===== src/hw/rtl/assert_macros.svh =====
// Assertion macros shared by the scheduler RTL.
// Depends on clock and reset signals named clock and reset in the using module.
`ifndef ASSERT_MACROS_SVH
`define ASSERT_MACROS_SVH

// Check a property on every rising clock edge outside reset.
`define SRTF_ASSERT(label, prop, msg) \
   label: assert property (@(posedge clock) disable iff (reset) prop) \
      else $error(msg);

// Check a property on every rising clock edge, reset included.
`define SRTF_ASSERT_ANY(label, prop, msg) \
   label: assert property (@(posedge clock) prop) \
      else $error(msg);

`endif


===== src/hw/rtl/srtf_pkg.sv =====
// Shared constants and types for the SRTF tick scheduler.
// No dependencies.
`timescale 1ns / 1ps

package srtf_pkg;

   localparam int ID_BITS        = 8;
   localparam int PORT_TIME_BITS = 16;
   localparam int SUM_BITS       = 24;

   localparam logic [SUM_BITS-1:0] SUM_MAX = '1;

   typedef enum logic {
      OP_LOAD = 1'b0,
      OP_TICK = 1'b1
   } op_type;

endpackage


===== src/hw/rtl/srtf_tick_scheduler_core.sv =====
// SRTF tick scheduler: job table in one RAM, scanned one entry per cycle.
// Depends on srtf_pkg, srtf_ram and assert_macros.svh.
// A load request fills the next free table entry, if any, and gives no response.
// A tick request scans with one RAM read per loaded entry, compares each entry
// on its registered read data, then writes back the picked entry and registers
// the response. Throughput is set by the single RAM read port. Synchronous reset
// empties the table and clears the clock and totals; table contents stay unwritten.
`timescale 1ns / 1ps
`include "assert_macros.svh"

module srtf_tick_scheduler_core #(
   parameter int MAX_JOBS  = 16,
   parameter int TIME_BITS = 16
) (
   input  logic                                  clock,
   input  logic                                  reset,
   input  logic                                  req_valid,
   output logic                                  req_stall,
   input  logic                                  req_op,
   input  logic [srtf_pkg::ID_BITS-1:0]          req_job_id,
   input  logic [srtf_pkg::PORT_TIME_BITS-1:0]   req_arrival_time,
   input  logic [srtf_pkg::PORT_TIME_BITS-1:0]   req_burst_time,
   output logic                                  rsp_valid,
   input  logic                                  rsp_stall,
   output logic                                  rsp_idle,
   output logic [srtf_pkg::ID_BITS-1:0]          rsp_run_id,
   output logic [srtf_pkg::PORT_TIME_BITS-1:0]   rsp_slot_time,
   output logic                                  rsp_job_done,
   output logic [srtf_pkg::PORT_TIME_BITS-1:0]   rsp_completion_time,
   output logic [srtf_pkg::PORT_TIME_BITS-1:0]   rsp_turnaround,
   output logic [srtf_pkg::PORT_TIME_BITS-1:0]   rsp_waiting,
   output logic                                  rsp_all_done,
   output logic [srtf_pkg::SUM_BITS-1:0]         rsp_total_waiting,
   output logic [srtf_pkg::SUM_BITS-1:0]         rsp_total_turnaround
);

   localparam int IDX_BITS = (MAX_JOBS > 1) ? $clog2(MAX_JOBS) : 1;
   localparam int CNT_BITS = $clog2(MAX_JOBS + 1);
   localparam int TB       = TIME_BITS;
   localparam int ENTRY_W  = srtf_pkg::ID_BITS + 3 * TIME_BITS;
   localparam int SUM_W    = ((TIME_BITS > srtf_pkg::SUM_BITS) ? TIME_BITS
                                                               : srtf_pkg::SUM_BITS) + 1;
   localparam int SB       = srtf_pkg::SUM_BITS;

   typedef enum logic [1:0] {
      ST_IDLE,
      ST_SCAN,
      ST_FIN
   } state_type;

   state_type                      state_ff, state_in;
   logic [CNT_BITS-1:0]            loaded_ff, loaded_in;
   logic [CNT_BITS-1:0]            finished_ff, finished_in;
   logic [TB-1:0]                  now_ff, now_in;
   logic [SB-1:0]                  wsum_ff, wsum_in;
   logic [SB-1:0]                  tsum_ff, tsum_in;
   logic [CNT_BITS-1:0]            iss_ff, iss_in;
   logic                           rdv_ff, rdv_in;
   logic [IDX_BITS-1:0]            cmp_ff, cmp_in;
   logic                           found_ff, found_in;
   logic [IDX_BITS-1:0]            best_idx_ff, best_idx_in;
   logic [srtf_pkg::ID_BITS-1:0]   best_id_ff, best_id_in;
   logic [TB-1:0]                  best_arr_ff, best_arr_in;
   logic [TB-1:0]                  best_bur_ff, best_bur_in;
   logic [TB-1:0]                  best_rem_ff, best_rem_in;

   logic                           rsp_valid_ff, rsp_valid_in;
   logic                           idle_ff, idle_in;
   logic [srtf_pkg::ID_BITS-1:0]   run_id_ff, run_id_in;
   logic [TB-1:0]                  slot_ff, slot_in;
   logic                           done_ff, done_in;
   logic [TB-1:0]                  comp_ff, comp_in;
   logic [TB-1:0]                  turn_ff, turn_in;
   logic [TB-1:0]                  wait_ff, wait_in;
   logic                           all_done_ff, all_done_in;

   logic                           ram_we;
   logic [IDX_BITS-1:0]            ram_wa;
   logic [ENTRY_W-1:0]             ram_wd;
   logic [IDX_BITS-1:0]            ram_ra;
   logic [ENTRY_W-1:0]             ram_rd;

   logic                           req_acc;
   logic                           tick_acc;
   logic                           issue;
   logic                           fin_fire;
   logic [srtf_pkg::ID_BITS-1:0]   rd_id;
   logic [TB-1:0]                  rd_arr, rd_bur, rd_rem;
   logic [TB-1:0]                  comp_w, rem_dec, turn_w, wait_w;
   logic                           fin_done;
   logic [SUM_W-1:0]               wsum_w, tsum_w;
   logic [CNT_BITS-1:0]            fin_cnt_w;

   srtf_ram #(
      .WIDTH (ENTRY_W),
      .DEPTH (MAX_JOBS)
   ) u_table (
      .clock   (clock),
      .wr_en   (ram_we),
      .wr_addr (ram_wa),
      .wr_data (ram_wd),
      .rd_addr (ram_ra),
      .rd_data (ram_rd)
   );

   assign req_stall = (state_ff != ST_IDLE);
   assign req_acc   = req_valid && !req_stall;
   assign tick_acc  = req_acc && (req_op == srtf_pkg::OP_TICK);

   assign rd_rem = ram_rd[TB-1:0];
   assign rd_bur = ram_rd[2*TB-1:TB];
   assign rd_arr = ram_rd[3*TB-1:2*TB];
   assign rd_id  = ram_rd[ENTRY_W-1:3*TB];

   assign issue    = (state_ff == ST_SCAN) && (iss_ff < loaded_ff);
   assign ram_ra   = iss_ff[IDX_BITS-1:0];
   assign fin_fire = (state_ff == ST_FIN) && !(rsp_valid_ff && rsp_stall);

   assign comp_w    = (&now_ff) ? now_ff : now_ff + TB'(1);
   assign rem_dec   = best_rem_ff - TB'(1);
   assign fin_done  = found_ff && (rem_dec == '0);
   assign turn_w    = (comp_w >= best_arr_ff) ? comp_w - best_arr_ff : '0;
   assign wait_w    = (turn_w >= best_bur_ff) ? turn_w - best_bur_ff : '0;
   assign wsum_w    = SUM_W'(wsum_ff) + SUM_W'(wait_w);
   assign tsum_w    = SUM_W'(tsum_ff) + SUM_W'(turn_w);
   assign fin_cnt_w = fin_done ? finished_ff + CNT_BITS'(1) : finished_ff;

   always_comb begin
      state_in     = state_ff;
      loaded_in    = loaded_ff;
      finished_in  = finished_ff;
      now_in       = now_ff;
      wsum_in      = wsum_ff;
      tsum_in      = tsum_ff;
      iss_in       = iss_ff;
      rdv_in       = 1'b0;
      cmp_in       = cmp_ff;
      found_in     = found_ff;
      best_idx_in  = best_idx_ff;
      best_id_in   = best_id_ff;
      best_arr_in  = best_arr_ff;
      best_bur_in  = best_bur_ff;
      best_rem_in  = best_rem_ff;
      rsp_valid_in = rsp_valid_ff && rsp_stall;
      idle_in      = idle_ff;
      run_id_in    = run_id_ff;
      slot_in      = slot_ff;
      done_in      = done_ff;
      comp_in      = comp_ff;
      turn_in      = turn_ff;
      wait_in      = wait_ff;
      all_done_in  = all_done_ff;
      ram_we       = 1'b0;
      ram_wa       = loaded_ff[IDX_BITS-1:0];
      ram_wd       = {req_job_id, TB'(req_arrival_time), TB'(req_burst_time),
                      TB'(req_burst_time)};

      case (state_ff)
         ST_IDLE: begin
            if (req_acc) begin
               if (req_op == srtf_pkg::OP_TICK) begin
                  iss_in   = '0;
                  found_in = 1'b0;
                  state_in = ST_SCAN;
               end else if (loaded_ff < CNT_BITS'(MAX_JOBS)) begin
                  ram_we    = 1'b1;
                  loaded_in = loaded_ff + CNT_BITS'(1);
               end
            end
         end
         ST_SCAN: begin
            if (issue) begin
               rdv_in = 1'b1;
               cmp_in = iss_ff[IDX_BITS-1:0];
               iss_in = iss_ff + CNT_BITS'(1);
            end else begin
               state_in = ST_FIN;
            end
            if (rdv_ff && (rd_arr <= now_ff) && (rd_rem != '0) &&
                (!found_ff || (rd_rem < best_rem_ff))) begin
               found_in    = 1'b1;
               best_idx_in = cmp_ff;
               best_id_in  = rd_id;
               best_arr_in = rd_arr;
               best_bur_in = rd_bur;
               best_rem_in = rd_rem;
            end
         end
         ST_FIN: begin
            if (fin_fire) begin
               ram_we       = found_ff;
               ram_wa       = best_idx_ff;
               ram_wd       = {best_id_ff, best_arr_ff, best_bur_ff, rem_dec};
               rsp_valid_in = 1'b1;
               idle_in      = !found_ff;
               run_id_in    = found_ff ? best_id_ff : '0;
               slot_in      = now_ff;
               done_in      = fin_done;
               comp_in      = fin_done ? comp_w : '0;
               turn_in      = fin_done ? turn_w : '0;
               wait_in      = fin_done ? wait_w : '0;
               all_done_in  = (fin_cnt_w == loaded_ff);
               finished_in  = fin_cnt_w;
               if (fin_done) begin
                  wsum_in = (wsum_w[SUM_W-1:SB] != '0) ? srtf_pkg::SUM_MAX : wsum_w[SB-1:0];
                  tsum_in = (tsum_w[SUM_W-1:SB] != '0) ? srtf_pkg::SUM_MAX : tsum_w[SB-1:0];
               end
               now_in   = comp_w;
               state_in = ST_IDLE;
            end
         end
         default: begin
            state_in = ST_IDLE;
         end
      endcase
   end

   always_ff @(posedge clock) begin
      if (reset) begin
         state_ff     <= ST_IDLE;
         loaded_ff    <= '0;
         finished_ff  <= '0;
         now_ff       <= '0;
         wsum_ff      <= '0;
         tsum_ff      <= '0;
         iss_ff       <= '0;
         rdv_ff       <= 1'b0;
         found_ff     <= 1'b0;
         rsp_valid_ff <= 1'b0;
      end else begin
         state_ff     <= state_in;
         loaded_ff    <= loaded_in;
         finished_ff  <= finished_in;
         now_ff       <= now_in;
         wsum_ff      <= wsum_in;
         tsum_ff      <= tsum_in;
         iss_ff       <= iss_in;
         rdv_ff       <= rdv_in;
         found_ff     <= found_in;
         rsp_valid_ff <= rsp_valid_in;
      end
      cmp_ff      <= cmp_in;
      best_idx_ff <= best_idx_in;
      best_id_ff  <= best_id_in;
      best_arr_ff <= best_arr_in;
      best_bur_ff <= best_bur_in;
      best_rem_ff <= best_rem_in;
      idle_ff     <= idle_in;
      run_id_ff   <= run_id_in;
      slot_ff     <= slot_in;
      done_ff     <= done_in;
      comp_ff     <= comp_in;
      turn_ff     <= turn_in;
      wait_ff     <= wait_in;
      all_done_ff <= all_done_in;
   end

   assign rsp_valid            = rsp_valid_ff;
   assign rsp_idle             = idle_ff;
   assign rsp_run_id           = run_id_ff;
   assign rsp_slot_time        = srtf_pkg::PORT_TIME_BITS'(slot_ff);
   assign rsp_job_done         = done_ff;
   assign rsp_completion_time  = srtf_pkg::PORT_TIME_BITS'(comp_ff);
   assign rsp_turnaround       = srtf_pkg::PORT_TIME_BITS'(turn_ff);
   assign rsp_waiting          = srtf_pkg::PORT_TIME_BITS'(wait_ff);
   assign rsp_all_done         = all_done_ff;
   assign rsp_total_waiting    = wsum_ff;
   assign rsp_total_turnaround = tsum_ff;

   `SRTF_ASSERT(a_finished_le_loaded, finished_ff <= loaded_ff, "finished count passed loaded count")
   `SRTF_ASSERT(a_tick_starts_scan, tick_acc |=> (state_ff == ST_SCAN), "tick request did not start a scan")
   `SRTF_ASSERT(a_best_in_table, (state_ff == ST_FIN && found_ff) |-> (CNT_BITS'(best_idx_ff) < loaded_ff), "picked slot outside loaded table")
   `SRTF_ASSERT_ANY(a_reset_clears_rsp, reset |=> !rsp_valid, "response valid after reset")

endmodule


===== src/hw/rtl/srtf_ram.sv =====
// Generic simple dual-port RAM with one write port and a registered read port.
// No dependencies.
`timescale 1ns / 1ps

module srtf_ram #(
   parameter int WIDTH = 56,
   parameter int DEPTH = 16
) (
   input  logic                                   clock,
   input  logic                                   wr_en,
   input  logic [((DEPTH > 1) ? $clog2(DEPTH) : 1)-1:0] wr_addr,
   input  logic [WIDTH-1:0]                       wr_data,
   input  logic [((DEPTH > 1) ? $clog2(DEPTH) : 1)-1:0] rd_addr,
   output logic [WIDTH-1:0]                       rd_data
);

   logic [WIDTH-1:0] mem [DEPTH];

   always_ff @(posedge clock) begin
      if (wr_en) begin
         mem[wr_addr] <= wr_data;
      end
      rd_data <= mem[rd_addr];
   end

endmodule


===== config.mk =====
export PLATFORM = sky130hd
export DESIGN_NAME = srtf_tick_scheduler_core
export DESIGN_NICKNAME = d
export VERILOG_FILES = /design/src/hw/rtl/srtf_pkg.sv /design/src/hw/rtl/srtf_tick_scheduler_core.sv /design/src/hw/rtl/srtf_ram.sv
export VERILOG_INCLUDE_DIRS = /design/src /design/src/hw/rtl
export SDC_FILE = /design/constraint.sdc
export NUM_CORES = 1
export LEC_CHECK = 0
export BUFFER_PORTS_ARGS = -buffer_cell sky130_fd_sc_hd__buf_2
export CAP_MARGIN = 10
export CORE_MARGIN = 1
export CORE_UTILIZATION = 60
export CTS_BUF_LIST = sky130_fd_sc_hd__clkbuf_2 sky130_fd_sc_hd__clkbuf_4 sky130_fd_sc_hd__clkbuf_8
export DETAILED_ROUTE_END_ITERATION = 6
export PLACE_DENSITY_LB_ADDON = 0.15
export SLEW_MARGIN = 20
export SYNTH_ARGS = -nofsm -noshare
export SYNTH_HDL_FRONTEND = slang
export SYNTH_HIERARCHICAL = 1
export SYNTH_SLANG_ARGS = --single-unit

===== constraint.sdc =====
create_clock -name clock -period 8.8 [get_ports clock]
set_input_delay 0.88 -clock clock [delete_from_list [all_inputs] [get_ports clock]]
set_output_delay 0.88 -clock clock [all_outputs]
set_load 0.02 [all_outputs]

==> results of run 1 <==
==> per-layer routing <==
layer | track usage | vias to the layer above
met1 | 0.3985 | 13906
met4 | 0.09435 | 0
met5 | 0 | -
li1 | - | 11912
met3 | 0.04816 | 200
met2 | 0.4769 | 1259
==> cell usage in the layout, fill, tap and decap left out, types with 7 or more instances in the layout <==
cell type,count
o21a_1,13
clkinv_1,30
clkbuf_4,65
clkinv_2,20
nand2_1,182
nor4_1,13
xor2_1,34
edfxtp_1,1035
o21ai_0,75
nor2b_1,19
a211oi_1,15
buf_2,169
and2_1,18
nor2_4,13
nor2_1,147
or2_2,9
buf_4,79
ha_1,106
nor3_1,33
or3_1,17
o21bai_1,35
clkbuf_8,197
nand3_1,34
inv_1,94
and3_1,15
a31oi_1,20
o21ai_1,12
a22oi_1,112
a21oi_1,97
xnor2_1,67
nand2b_1,20
bufinv_16,7
nand4_1,23
a21o_1,26
dfxtp_1,138
mux4_2,224
==> area by class of cell <==
cell class	instances	share of cell area
Timing Repair Buffer	248	0.02660
Tap cell	1050	0.02428
Inverter	96	0.006707
Multi-Input combinational cell	1467	0.2460
Sequential cell	1175	0.6264
Clock buffer	262	0.05914
Clock inverter	72	0.01071
Antenna cell	2	0.00009251
==> registers in the layout, indices dropped and copies added, names as in the netlist, 16 cells and up <==
name and count:
u_table/mem 896, rsp_slot_time 16, rsp_total_turnaround 24, rsp_waiting 16, rsp_total_waiting 24, best_rem_ff 16
best_bur_ff 16, best_arr_ff 16, now_ff 16, rsp_turnaround 16, rsp_completion_time 16, u_table/rd_data 56
==> stage by stage <==
| stage | utilization | worst slack (ps) |
|---|---|---|
| 6_report | 0.6848 | 581.0 |
| 4_1_cts | 0.6843 | 104.9 |
| 2_1_floorplan | - | 742.8 |
| 5_1_grt | 0.6848 | 39.80 |
| 3_3_place_gp | 0.6363 | 234.5 |
| 3_5_place_dp | 0.6364 | 147.8 |
==> power by group through the flow <==
stage | sequential (mW) | clock (mW) | combinational (mW)
after CTS | 6.17 | 4.73 | 0.292
after global routing | 6.17 | 4.97 | 0.319
after global placement | 6.28 | 0 | 0.277
after floorplan | 6.29 | 0 | 0.154
after detailed placement | 6.28 | 0 | 0.291
final | 6.17 | 4.65 | 0.294
==> repair_timing <==
action / 4_1_cts / 5_1_grt
buffers inserted: 0 / 0
hold endpoints to repair: 0 / 0
endpoints found under the setup margin: 0 / 24
gates resized for setup: 0 / 7
==> worst max-delay path by stage <==
stage	start	endpoint	cells past startpoint
floorplan	now_ff[0]	rsp_total_waiting[10]	33
global placement	now_ff[1]	rsp_total_waiting[0]	32
detailed placement	now_ff[1]	rsp_total_waiting[0]	32
CTS	now_ff[1]	rsp_total_waiting[0]	32
global route	now_ff[1]	rsp_total_waiting[20]	31
finish	now_ff[1]	rsp_total_waiting[23]	33
==> logic make-up (layout without fill, tap and decap cells) <==
| kind of cell | after synthesis | count (layout) |
|---|---|---|
| muxes | 230 | 230 |
| xor gates and xnor gates | 101 | 101 |
| AOI/OAI and AO/OA | 446 | 446 |
| DFF | 1175 | 1175 |
| and+or+nand+nor | 580 | 580 |
| buffers and inverters | 214 | 678 |
| other | 0 | 2 |
| adders and majority gates | 110 | 110 |
==> results.sh, run 1 <==
export IMPL_synth_simple_area_share=0.05828
export IMPL_highest_layer="met4"
export IMPL_clockBufferDepth=3
export IMPL_critPathKind="flip-flop to flip-flop"
export IMPL_cp_max_fo=17
export IMPL_synth_compound_area_frac=0.06115
export IMPL_regArea_um2=33890
export IMPL_place_gp_congestion=0.9280
export IMPL_clockPowerShare=0.419
export IMPL_placement_cell_area_um2=50280
export IMPL_cp_data_arrival_time_ps=8920
export IMPL_drive_gt1_frac=0.2503
export IMPL_fin_setup_tns_ps=0
export IMPL_p_per_area_nw_per_um2=205.5
export IMPL_synth_area_leader_cell="edfxtp_1"
export IMPL_die_w_um=284.8
export IMPL_ys_ff_latch=1175
export IMPL_first_global_vias=27583
export IMPL_fin_hold_ws_ps=400.9
export IMPL_dr_total_vias=27277
export IMPL_rsz0062_at_grt="no"
export IMPL_yosys_area_share_adder=0.02931
export IMPL_ios=170
export IMPL_vias_per_cell=6.239
export IMPL_first_pass_iters=5
export IMPL_synth_area_per_cell_um2=16.80
export IMPL_hold_violations=0
export IMPL_htree_levels=4
export IMPL_cts_made_buffers=181
export IMPL_critPathSlowestCell="or3_1"
export IMPL_area_growth_synth_to_final_pct=12.75
export IMPL_hold_path_end="best_bur_ff[5]"
export IMPL_sw_frac_of_total=0.2091
export IMPL_antenna_found_initial=4
export IMPL_wl_met1_mm=45.85
export IMPL_cts_tree="done"
export IMPL_routed_wl_mm=115.5
export IMPL_post_route_period_util=0.9340
export IMPL_ant_nets=0
export IMPL_power_mw=11.12
export IMPL_drc=0
export IMPL_syn_inst=2856
export IMPL_min_path_type="flip-flop to flip-flop"
export IMPL_postSynth_asyncResetShare=0
export IMPL_clock_sinks=1175
export IMPL_r2r_start="now_ff[1]"
export IMPL_multi_input_area_um2=13310
export IMPL_wl_per_cell_um=26.43
export IMPL_p_int_mw=8.793
export IMPL_synthMostInstantiatedCell="edfxtp_1"
export IMPL_drt_iter0_drc=2651
export IMPL_synthMuxAreaShare=0.1064
export IMPL_clk_pin_slew_ps=60
export IMPL_startpoint_type="flip-flop"
export IMPL_worst_slew_pin_slew_ps=1091
export IMPL_ys_top_cells_by_area="edfxtp_1 65%, mux4_2 11%, dfxtp_1 5.8%"
export IMPL_synth_common_cells="1035 x edfxtp_1, 224 x mux4_2, 183 x nand2_1"
export IMPL_maxCapViolations=0
export IMPL_stdcell_count=4372
export IMPL_place_inst=4035
export IMPL_r2r_setup_slack_ps=580
export IMPL_p_comb_frac=0.026
export IMPL_critPathMaxStageDelay_ps=480
export IMPL_ctsHoldBuffers=0
export IMPL_synth_distinct_cells=67
export IMPL_required_ps=9500
export IMPL_portBuffers=169
export IMPL_r2r_end="rsp_total_waiting[23]"
export IMPL_yosysTopAreaCellShare=0.6478
export IMPL_ys_seq_area_frac=0.7062
export IMPL_syn_cell_area_um2=47980
export IMPL_pwr_share_seq=0.555
export IMPL_cts_root_buf="clkbuf_8"
export IMPL_clk_latency_ps=830
export IMPL_r2r_cells=33
export IMPL_synth_edf_count=1035
export IMPL_overflow=0
export IMPL_yosysWarnings=6
export IMPL_wl_met3_mm=9.200
export IMPL_syn_nets=3011
export IMPL_setup_viol_count_final=0
export IMPL_nNetsFinal=3324
export IMPL_netSwitchingPower_mw=2.324
export IMPL_leakage_nw=18.71
export IMPL_fin_crit_ps=8219
export IMPL_ir_drop_v=0.0001242
export IMPL_timing_critical_path_mode_cell="ha_1"
export IMPL_clock_skew_ps=44.80
export IMPL_synth_top_family_by_area="multiplexers"
export IMPL_synth_xor_area_share=0.01844
export IMPL_hold_start="u_table/rd_data[21]"
export IMPL_cp_num_buf_inv=2
export IMPL_initial_utilization=0.6074
export IMPL_slew_headroom=0.2728
export IMPL_core_area_um2=79000
export IMPL_final_area_um2=54100
export IMPL_track_usage=0.2896
export IMPL_fillCellCount=5172
export IMPL_dieHeight_um=284.8
export IMPL_grt_first_pass_wirelength_mm=172.2
export IMPL_drv_slew=0
export IMPL_end_kind="flip-flop"
export IMPL_rows=103
export IMPL_status="complete, no violations"
export IMPL_min_delay_path_depth=0
export IMPL_fmax_mhz=121.7
export IMPL_ys_flop_type="edfxtp_1"
export IMPL_met2WireLength_mm=57.70
export IMPL_hpwl_mm=66.94
export IMPL_critical_path_top_delay_family="compound AO/OA/AOI/OAI gates"
export IMPL_die_area_um2=81100
export IMPL_grt_max_degree=83
(Power assumes the default switching activity.)
==> run 2: changes to the inputs <==
--- a/config.mk
+++ b/config.mk
@@ -8,7 +8,7 @@
 export LEC_CHECK = 0
 export BUFFER_PORTS_ARGS = -buffer_cell sky130_fd_sc_hd__buf_2
 export CAP_MARGIN = 10
-export CORE_MARGIN = 1
+export CORE_MARGIN = 10
 export CORE_UTILIZATION = 60
 export CTS_BUF_LIST = sky130_fd_sc_hd__clkbuf_2 sky130_fd_sc_hd__clkbuf_4 sky130_fd_sc_hd__clkbuf_8
 export DETAILED_ROUTE_END_ITERATION = 6
==> results.sh, run 2 (same netlist as run 1, synthesis figures left out) <==
export IMPL_clock_skew_ps=69.63
export IMPL_pwr_share_seq=0.561
export IMPL_worst_slew_pin_slew_ps=1099
export IMPL_area_growth_synth_to_final_pct=12.77
export IMPL_drc=0
export IMPL_layout_common_cells="1035 x edfxtp_1, 224 x mux4_2, 194 x clkbuf_8"
export IMPL_fillCellCount=5171
export IMPL_overflow=0
export IMPL_track_usage=0.2600
export IMPL_fin_hold_ws_ps=398.3
export IMPL_post_route_period_util=0.9304
export IMPL_rows=103
export IMPL_wl_per_cell_um=27.14
export IMPL_ios=170
export IMPL_largest_reg_flops=896
export IMPL_cts_tree="done"
export IMPL_required_ps=9540
export IMPL_reg_top3="u_table/mem x896, u_table/rd_data x56"
export IMPL_hold_violations=0
export IMPL_clockBufferDepth=3
export IMPL_dr_total_vias=27554
export IMPL_final_common_cell="edfxtp_1"
export IMPL_p_per_area_nw_per_um2=203.4
export IMPL_startpoint_type="flip-flop"
export IMPL_critPathMaxStageDelay_ps=480
export IMPL_first_global_vias=27757
export IMPL_critPathKind="flip-flop to flip-flop"
export IMPL_critPathSlowestCell="or3_1"
export IMPL_drv_slew=0
export IMPL_nNetsFinal=3323
export IMPL_p_int_mw=8.677
export IMPL_slew_headroom=0.2674
export IMPL_dieHeight_um=302.8
export IMPL_p_comb_frac=0.027
export IMPL_htree_levels=4
export IMPL_r2r_start="now_ff[1]"
export IMPL_drive_gt1_frac=0.2517
export IMPL_ir_drop_v=0.0001276
export IMPL_maxCapViolations=0
export IMPL_sw_frac_of_total=0.2115
export IMPL_clk_latency_ps=840
export IMPL_met2WireLength_mm=57.46
export IMPL_crit_start="now_ff[1]"
export IMPL_vias_per_cell=6.301
export IMPL_clockPowerShare=0.413
export IMPL_wl_met1_mm=47.65
export IMPL_critical_path_top_delay_family="compound AO/OA/AOI/OAI gates"
export IMPL_drt_iter0_drc=3016
export IMPL_min_path_type="flip-flop to flip-flop"
export IMPL_status="complete, no violations"
export IMPL_grt_max_degree=149
export IMPL_netSwitchingPower_mw=2.327
export IMPL_grt_first_pass_wirelength_mm=177.0
export IMPL_antenna_found_initial=1
export IMPL_wl_met3_mm=10.66
export IMPL_ant_nets=0
export IMPL_initial_utilization=0.6064
export IMPL_hold_start="u_table/rd_data[27]"
export IMPL_first_pass_iters=5
export IMPL_clock_sinks=1175
export IMPL_core_area_um2=79130
export IMPL_timing_critical_path_mode_cell="ha_1"
export IMPL_setup_viol_count_final=0
export IMPL_portBuffers=169
export IMPL_end_kind="flip-flop"
export IMPL_fin_setup_tns_ps=0
export IMPL_fin_crit_ps=8188
export IMPL_cp_max_fo=17
export IMPL_largest_register="u_table/mem"
export IMPL_cp_data_arrival_time_ps=8930
export IMPL_cp_num_buf_inv=1
export IMPL_hpwl_mm=69.47
export IMPL_die_area_um2=91680
export IMPL_routed_wl_mm=118.7
export IMPL_place_gp_congestion=0.9208
export IMPL_cts_root_buf="clkbuf_8"
export IMPL_cts_made_buffers=179
export IMPL_cts_setup_buffers=0
export IMPL_highest_layer="met4"
export IMPL_clk_pin_slew_ps=60
export IMPL_fmax_mhz=122.1
export IMPL_leakage_nw=18.71
export IMPL_die_w_um=302.8
-- run 2: cell count changes in the layout (fill, tap and decap cells not counted), moves of 2 or more --
| cell | delta |
|---|---|
| buf_12 | +2 |
| buf_16 | +2 |
| buf_4 | -3 |
| bufinv_16 | -5 |
| clkbuf_4 | +12 |
| clkbuf_8 | -3 |
| clkinv_8 | +2 |
| clkinvlp_4 | -3 |
| inv_12 | +2 |
| inv_8 | -2 |
-- run 2: power groups by stage --
stage	combinational, mW	clock, mW	sequential [mW]
after detailed placement	0.291	0	6.29
after global placement	0.277	0	6.28
after CTS	0.292	4.61	6.17
final	0.293	4.54	6.17
after floorplan	0.154	0	6.29
after global routing	0.320	4.88	6.17
-- run 2: path summary, 6_finish.rpt --
check                     endpoint  slack, ps  cells past startpoint
min reg2reg        best_bur_ff[11]        400                      0
min                best_bur_ff[11]        400                      0
max reg2reg  rsp_total_waiting[18]        610                     31
max          rsp_total_waiting[18]        610                     31
-- run 2: repair_timing --
item,4_1_cts,5_1_grt
hold buffers,0,0
setup endpoints to repair,0,24
resized for setup,0,11
-- run 2: worst register-to-register path: cells and delay by family (launching register included) --
kind	cells	cell delay (ps)
AOI/OAI and AO/OA	15	3520
buffers and inverters	1	210
xor gates and xnor gates	1	190
adders and majority gates	6	1870
DFF	1	450
and+or+nand+nor	8	1870
-- run 2: area by class of cell --
cell class                      count  area, um^2  area share
Inverter                           96       362.8    0.006706
Sequential cell                  1175       33890      0.6264
Clock inverter                     64       447.9    0.008279
Tap cell                         1050        1314     0.02428
Timing Repair Buffer              249        1511     0.02793
Antenna cell                        1       2.502  0.00004625
Clock buffer                      271        3248     0.06003
Multi-Input combinational cell   1467       13330      0.2464
-- run 2: metal layers --
metal | vias up | track usage
li1 | 11896 | -
met1 | 14065 | 0.3651
met2 | 1388 | 0.4165
met3 | 205 | 0.04312
met4 | 0 | 0.08470
met5 | - | 0
-- run 2: through the flow --
step	instances	worst slack, ps	power [mW]	util	instance area (um^2)
after global placement	4034	430.6	6.559	0.6355	50290
after global routing	4373	-17.87	11.37	0.6838	54110
after floorplan	2856	742.8	6.446	-	47980
after CTS	4371	228.4	11.07	0.6829	54040
after detailed placement	4036	295.5	6.576	0.6362	50340
final	4373	612.2	11.00	0.6838	54110
